### config.mk
export PLATFORM = sky130hd
export DESIGN_NAME = bpfs_front_flat
export DESIGN_NICKNAME = d
export VERILOG_FILES = /design/src/rtl/bpfs_pkg.sv /design/src/rtl/bpfs_if.sv /design/src/rtl/bpfs_front.sv /design/src/flat_wrapper.sv
export SDC_FILE = /design/constraint.sdc
export NUM_CORES = 1
export LEC_CHECK = 0
export BUFFER_PORTS_ARGS = -buffer_cell sky130_fd_sc_hd__buf_4
export CORE_MARGIN = 4
export CORE_UTILIZATION = 35
export DETAILED_ROUTE_END_ITERATION = 8
export GPL_ROUTABILITY_DRIVEN = 0
export SLEW_MARGIN = 20
export SYNTH_ARGS = -nofsm -noshare
export SYNTH_HDL_FRONTEND = slang
export SYNTH_SLANG_ARGS = --single-unit
### constraint.sdc
create_clock -name clk -period 8.4 [get_ports clk]
set_input_delay 0.42 -clock clk [delete_from_list [all_inputs] [get_ports clk]]
set_output_delay 0.42 -clock clk [all_outputs]
set_load 0.05 [all_outputs]
### src/rtl/bpfs_pkg.sv
// ----------------------------------------------------------------------------
// bpfs_pkg
// Shared constants, codes and command type for the frame sampler.
// ----------------------------------------------------------------------------
package bpfs_pkg;

    localparam int MAX_QUBITS = 64;
    localparam int MAX_WORDS  = 16;
    localparam int WORD_BITS  = 64;
    localparam int QW         = $clog2(MAX_QUBITS);
    localparam int WW         = $clog2(MAX_WORDS);
    localparam int AW         = QW + WW;
    localparam int DEPTH      = MAX_QUBITS * MAX_WORDS;
    localparam int SHOT_W     = 11;
    localparam int NQ_W       = 7;
    localparam logic [SHOT_W-1:0] MAX_SHOTS = SHOT_W'(MAX_WORDS * WORD_BITS);

    localparam logic [3:0] F_H      = 4'd0;
    localparam logic [3:0] F_S      = 4'd1;
    localparam logic [3:0] F_CNOT   = 4'd2;
    localparam logic [3:0] F_CZ     = 4'd3;
    localparam logic [3:0] F_SWAP   = 4'd4;
    localparam logic [3:0] F_DEPOL  = 4'd5;
    localparam logic [3:0] F_FLIP   = 4'd6;
    localparam logic [3:0] F_MEAS   = 4'd7;
    localparam logic [3:0] F_NMEAS  = 4'd8;
    localparam logic [3:0] F_RESET  = 4'd9;
    localparam logic [3:0] F_CLEAR  = 4'd10;

    localparam logic [1:0] REG_NUM_QUBITS = 2'd0;
    localparam logic [1:0] REG_NUM_SHOTS  = 2'd1;
    localparam logic [1:0] REG_RNG_SEED   = 2'd2;

    localparam logic [32:0] P_ONE = 33'h1_0000_0000;

    localparam logic [63:0] GAMMA = 64'h9E3779B97F4A7C15;
    localparam logic [63:0] MIX1  = 64'hBF58476D1CE4E5B9;
    localparam logic [63:0] MIX2  = 64'h94D049BB133111EB;

    typedef struct packed {
        logic [3:0]    func;
        logic [QW-1:0] qa;
        logic [QW-1:0] qb;
        logic [32:0]   prob;
    } cmd_t;

endpackage

### src/rtl/bpfs_if.sv
// ----------------------------------------------------------------------------
// bpfs_in_if / bpfs_out_if
// Valid/ready channels for requests and measurement results.
// ----------------------------------------------------------------------------
interface bpfs_in_if;
    logic        valid;
    logic        ready;
    logic [3:0]  func;
    logic [5:0]  qubit_a;
    logic [5:0]  qubit_b;
    logic [32:0] probability;

    modport source (output valid, func, qubit_a, qubit_b, probability, input ready);
    modport sink (input valid, func, qubit_a, qubit_b, probability, output ready);
endinterface


### src/rtl/bpfs_front.sv
// ----------------------------------------------------------------------------
// bpfs_front
// Accepts requests, drops no-ops, queues commands for the word engine.
// ----------------------------------------------------------------------------
module bpfs_front (
    input  logic                        clk,
    input  logic                        rst_n,
    bpfs_in_if.sink                     in_ch,
    input  logic [bpfs_pkg::NQ_W-1:0]   qubit_count,
    output bpfs_pkg::cmd_t              head,
    output logic                        head_valid,
    input  logic                        pop
);

    bpfs_pkg::cmd_t fifo_reg [2];
    logic           rd_ptr_reg, rd_ptr_next;
    logic [1:0]     count_reg, count_next;

    logic           accept, ok_a, ok_b, two_q, noop;
    logic           push;
    bpfs_pkg::cmd_t in_cmd;
    logic [32:0]    p_sat;

    assign in_ch.ready = (count_reg != 2'd2);
    assign accept      = in_ch.valid && in_ch.ready;
    assign head        = fifo_reg[rd_ptr_reg];
    assign head_valid  = (count_reg != 2'd0);

    always_comb
    begin
        p_sat = (in_ch.probability > bpfs_pkg::P_ONE) ? bpfs_pkg::P_ONE : in_ch.probability;
        ok_a  = {1'b0, in_ch.qubit_a} < qubit_count;
        ok_b  = {1'b0, in_ch.qubit_b} < qubit_count;
        two_q = (in_ch.func == bpfs_pkg::F_CNOT) || (in_ch.func == bpfs_pkg::F_CZ)
             || (in_ch.func == bpfs_pkg::F_SWAP);
        noop  = (in_ch.func > bpfs_pkg::F_CLEAR)
             || ((in_ch.func != bpfs_pkg::F_CLEAR) && !ok_a)
             || (two_q && (!ok_b || (in_ch.qubit_a == in_ch.qubit_b)));
        in_cmd.func = in_ch.func;
        in_cmd.qa   = in_ch.qubit_a;
        in_cmd.qb   = in_ch.qubit_b;
        in_cmd.prob = p_sat;
        push        = accept && !noop;
    end

    always_comb
    begin
        rd_ptr_next = pop ? ~rd_ptr_reg : rd_ptr_reg;
        count_next  = count_reg + 2'(push) - 2'(pop);
    end

    always_ff @(posedge clk)
    begin
        if (push)
        begin
            fifo_reg[rd_ptr_reg ^ count_reg[0]] <= in_cmd;
        end
    end

    always_ff @(posedge clk or negedge rst_n)
    begin
        if (!rst_n)
        begin
            rd_ptr_reg <= 1'b0;
            count_reg  <= '0;
        end
        else
        begin
            rd_ptr_reg <= rd_ptr_next;
            count_reg  <= count_next;
        end
    end

endmodule

### src/flat_wrapper.sv
// flat-port wrapper written by rule: the top's interface ports become plain ports
module bpfs_front_flat 
  (clk, rst_n, qubit_count, head, head_valid, pop, in_ch_valid, in_ch_func, in_ch_qubit_a, in_ch_qubit_b, in_ch_probability, in_ch_ready);
  bpfs_in_if in_ch_i ();
  input  logic clk;
  input  logic rst_n;
  input  logic [bpfs_pkg::NQ_W-1:0] qubit_count;
  output bpfs_pkg::cmd_t head;
  output logic head_valid;
  input  logic pop;
  input wire logic [$bits(in_ch_i.valid)-1:0] in_ch_valid;
  input wire logic [$bits(in_ch_i.func)-1:0] in_ch_func;
  input wire logic [$bits(in_ch_i.qubit_a)-1:0] in_ch_qubit_a;
  input wire logic [$bits(in_ch_i.qubit_b)-1:0] in_ch_qubit_b;
  input wire logic [$bits(in_ch_i.probability)-1:0] in_ch_probability;
  output wire logic [$bits(in_ch_i.ready)-1:0] in_ch_ready;
  assign in_ch_i.valid = in_ch_valid;
  assign in_ch_i.func = in_ch_func;
  assign in_ch_i.qubit_a = in_ch_qubit_a;
  assign in_ch_i.qubit_b = in_ch_qubit_b;
  assign in_ch_i.probability = in_ch_probability;
  assign in_ch_ready = in_ch_i.ready;
  bpfs_front u_core (.clk(clk), .rst_n(rst_n), .in_ch(in_ch_i), .qubit_count(qubit_count), .head(head), .head_valid(head_valid), .pop(pop));
endmodule
==> run metrics <==
outcome=complete, no violations; worst relative slew slack=52.2%; first-pass GRT wire length=14.2 mm; part of the Yosys area used for sequential elements=68.8%; critical path peak fanout=51; ratio of total power to cell area=345 nW/um^2; Min-Delay Startpoint=pop; clock root buffer master=clkbuf_16; RSZ-0062 raised after global routing=false; Setup Crit Path Kind=register to primary output; Yosys reg bits=101; Switching Power=0.785 mW; Post-CTS Setup Inserts=0; chip width=120 um; Via density=4.56; starting utilization of the core area=36.1%; height of the chip=120 um; Die Outline Area=14400 um^2; area added between synthesis and finish=30.7%; Mapped Area=4390 um^2; cell with the most instances on the worst path=buf_4; summed negative setup slack over all endpoints=0 ns; clock latency of the later-clocked register in the worst-skew pair=0.33 ns; number of DRC violations after detailed routing=0; proportion of netlist area held by the largest area contributor=67.1%; Async S/R FF share, synth=2.97%; number of endpoints with negative hold slack in the final report=0; drt first pass iters=4; pin slew with the least headroom to its limit=0.717 ns; Num Clock Sinks=101; post-layout net count=453; Max-Cap Viols=0; post-synthesis area per instance=16.6 um^2; number of cells produced by synthesis=264; buffer levels on the longest clock path=2; via count=2522; overall track demand over capacity in global routing=12.8%; area of the core=12200 um^2; ordered cell list for the critical path=buf_4, mux2_2, buf_4; number of routed nets with antenna violations=0; cell with the largest stage delay on the worst path=buf_4; time the final worst path needs with I/O delays and setup=2.31 ns; most numerous cell in the Yosys netlist=edfxtp_1; ANT cells=0; PostCTS Resize Cnt=0; part of the power in registers=34.9%; final cycle utilization of the critical path=27.4%; Post-synth EDFFs=98; Worst Clk Skew=0.00524 ns; CP bufs+invs=2; Num CTS Buffers=9; Startpoint Class=register; Switching Fraction=39.6%; Largest stage delay, worst path=0.58 ns; routed len/inst=16.3 um; Internal Pwr Total=1.20 mW; most frequently used flop master after synthesis=edfxtp_1; Design Power=1.98 mW; DPL Wire Length=6.38 mm; Clock H-tree levels=3; starting DRC count in detailed routing=78; endpoint kind of the worst setup timing path=primary output; beginning of the critical path=u_core.rd_ptr_reg$_DFFE_PN0P_; Inst Count DP=537; static power due to leakage=2.17 nW; share of post-route cells with drive strength above 1=55.6%; post-synth cell types=31; Worst path top cell family by delay=buffers and inverters; Post-Layout Cell Count=553; total detailed-routing wirelength=9.00 mm; dominant cell type by area after synthesis=edfxtp_1; Top-Level Pins=111; global route overflow=0; most frequent cells after synthesis=edfxtp_1 (98), mux2_2 (49), and2_2 (31); CTS tree=yes; count of buffers from port buffering=110; clock transition at the register clock pins on the worst setup and hold paths after CTS=0.06 ns; number of core rows=40; Yosys warning count=0; r2r startpoint=u_core.rd_ptr_reg$_DFFE_PN0P_; combinational group share of total power=45.0%; dominant cells by area after synthesis=edfxtp_1 (67%), mux2_2 (13%), and2_2 (5.3%), ha_1 (3.4%), dfrtp_1 (1.7%); maximum vdd ir drop=186 uV; pin count of the biggest net entering global routing=52; number of buffers added to fix hold violations after cts=1; max-slew violation count=0; net count after synthesis=336; Fmax achieved=0.434 GHz; required time at the worst-slack endpoint=7.98 ns; flip-flop count of the largest register after layout=98; arrival time worst endpoint=1.89 ns; antenna violations before repair=0; HP Class=primary input to register; number of global-route vias before repair=2784; clock network fraction of design power=20.1%; count of endpoints failing setup in the final report=0
-- cell usage in the layout, fill, tap and decap left out, types with 2 or more instances in the layout --
cell	n
buf_4	115
edfxtp_1	98
mux2_2	49
and2_2	31
ha_1	12
clkbuf_16	9
nor4_1	8
inv_1	7
a21oi_1	7
xnor2_1	6
xor2_1	4
nand4_1	4
nand2_1	3
nand3_1	2
nor3_1	2
nor2_1	2
nor2b_1	2
o21ai_0	2
dfrtp_1	2
-- power by group through the flow --
stage	Sequential (mW)	Combinational [mW]	Clock [mW]
after CTS	0.692	0.906	0.410
after global routing	0.700	0.942	0.431
after detailed placement	0.702	0.904	0
after global placement	0.698	0.904	0
final	0.691	0.892	0.398
after floorplan	0.707	0.641	0
-- kinds of logic after synthesis --
logic type / synth area share (%)
flip-flops: 68.8
AND/OR/NAND/NOR: 9.53
multiplexers: 12.8
buffers and inverters: 1.68
AO/OA/AOI/OAI: 1.77
adder cells (fa/ha/maj): 3.42
XOR/XNOR: 2.00
-- cell type report --
cell class / count / area, um^2
multi-input combinational: 146 / 1320
clock inverter: 6 / 63.8
tap: 168 / 210
inverter: 7 / 26.3
fill: 1112 / 6430
clock buffer: 9 / 225
timing repair buffer: 116 / 873
sequential: 101 / 3020
-- metal layers --
layer / vias up / part of all wire [%] / track usage (%)
li1: 1229 / - / -
met1: 1217 / 42 / 15.4
met2: 69 / 49 / 21.5
met3: 7 / 7.2 / 5.04
met4: 0 / 1.1 / 3.44
met5: - / 0 / 0
-- stage by stage --
stage | hold WS, ns | util (%) | cell area [um^2] | worst slack [ns]
after global placement | 0.214 | 44.6 | 5430 | 5.80
final | 0.268 | 47.2 | 5740 | 6.09
after detailed placement | 0.216 | 44.6 | 5430 | 5.82
after floorplan | 0.124 | - | 4390 | 1.80
after global routing | 0.262 | 47.2 | 5740 | 5.99
after CTS | 0.250 | 47.1 | 5730 | 6.06
-- worst reg2reg max path, stage by stage (launching register included) --
cell and delay (ns):
dfrtp_2 0.34, buf_4 0.58, xor2_1 0.30, nor4b_4 0.26, buf_4 0.42
-- final timing paths --
| check | endpoint | slack (ns) | depth (start not counted) |
|---|---|---|---|
| setup / recovery | head[40] | 6.09 | 3 |
| max in group asynchronous | u_core.rd_ptr_reg$_DFFE_PN0P_ | 7.86 | 2 |
| hold reg to reg | u_core.count_reg[1]$_DFF_PN0_ | 0.63 | 2 |
| setup reg to reg | u_core.fifo_reg[1][12]$_DFFE_PP_ | 6.15 | 4 |
| hold / removal | u_core.rd_ptr_reg$_DFFE_PN0P_ | 0.27 | 2 |
| min in group asynchronous | u_core.count_reg[0]$_DFF_PN0_ | 0.43 | 2 |
Note: power is estimated with default switching activity, not from simulation.
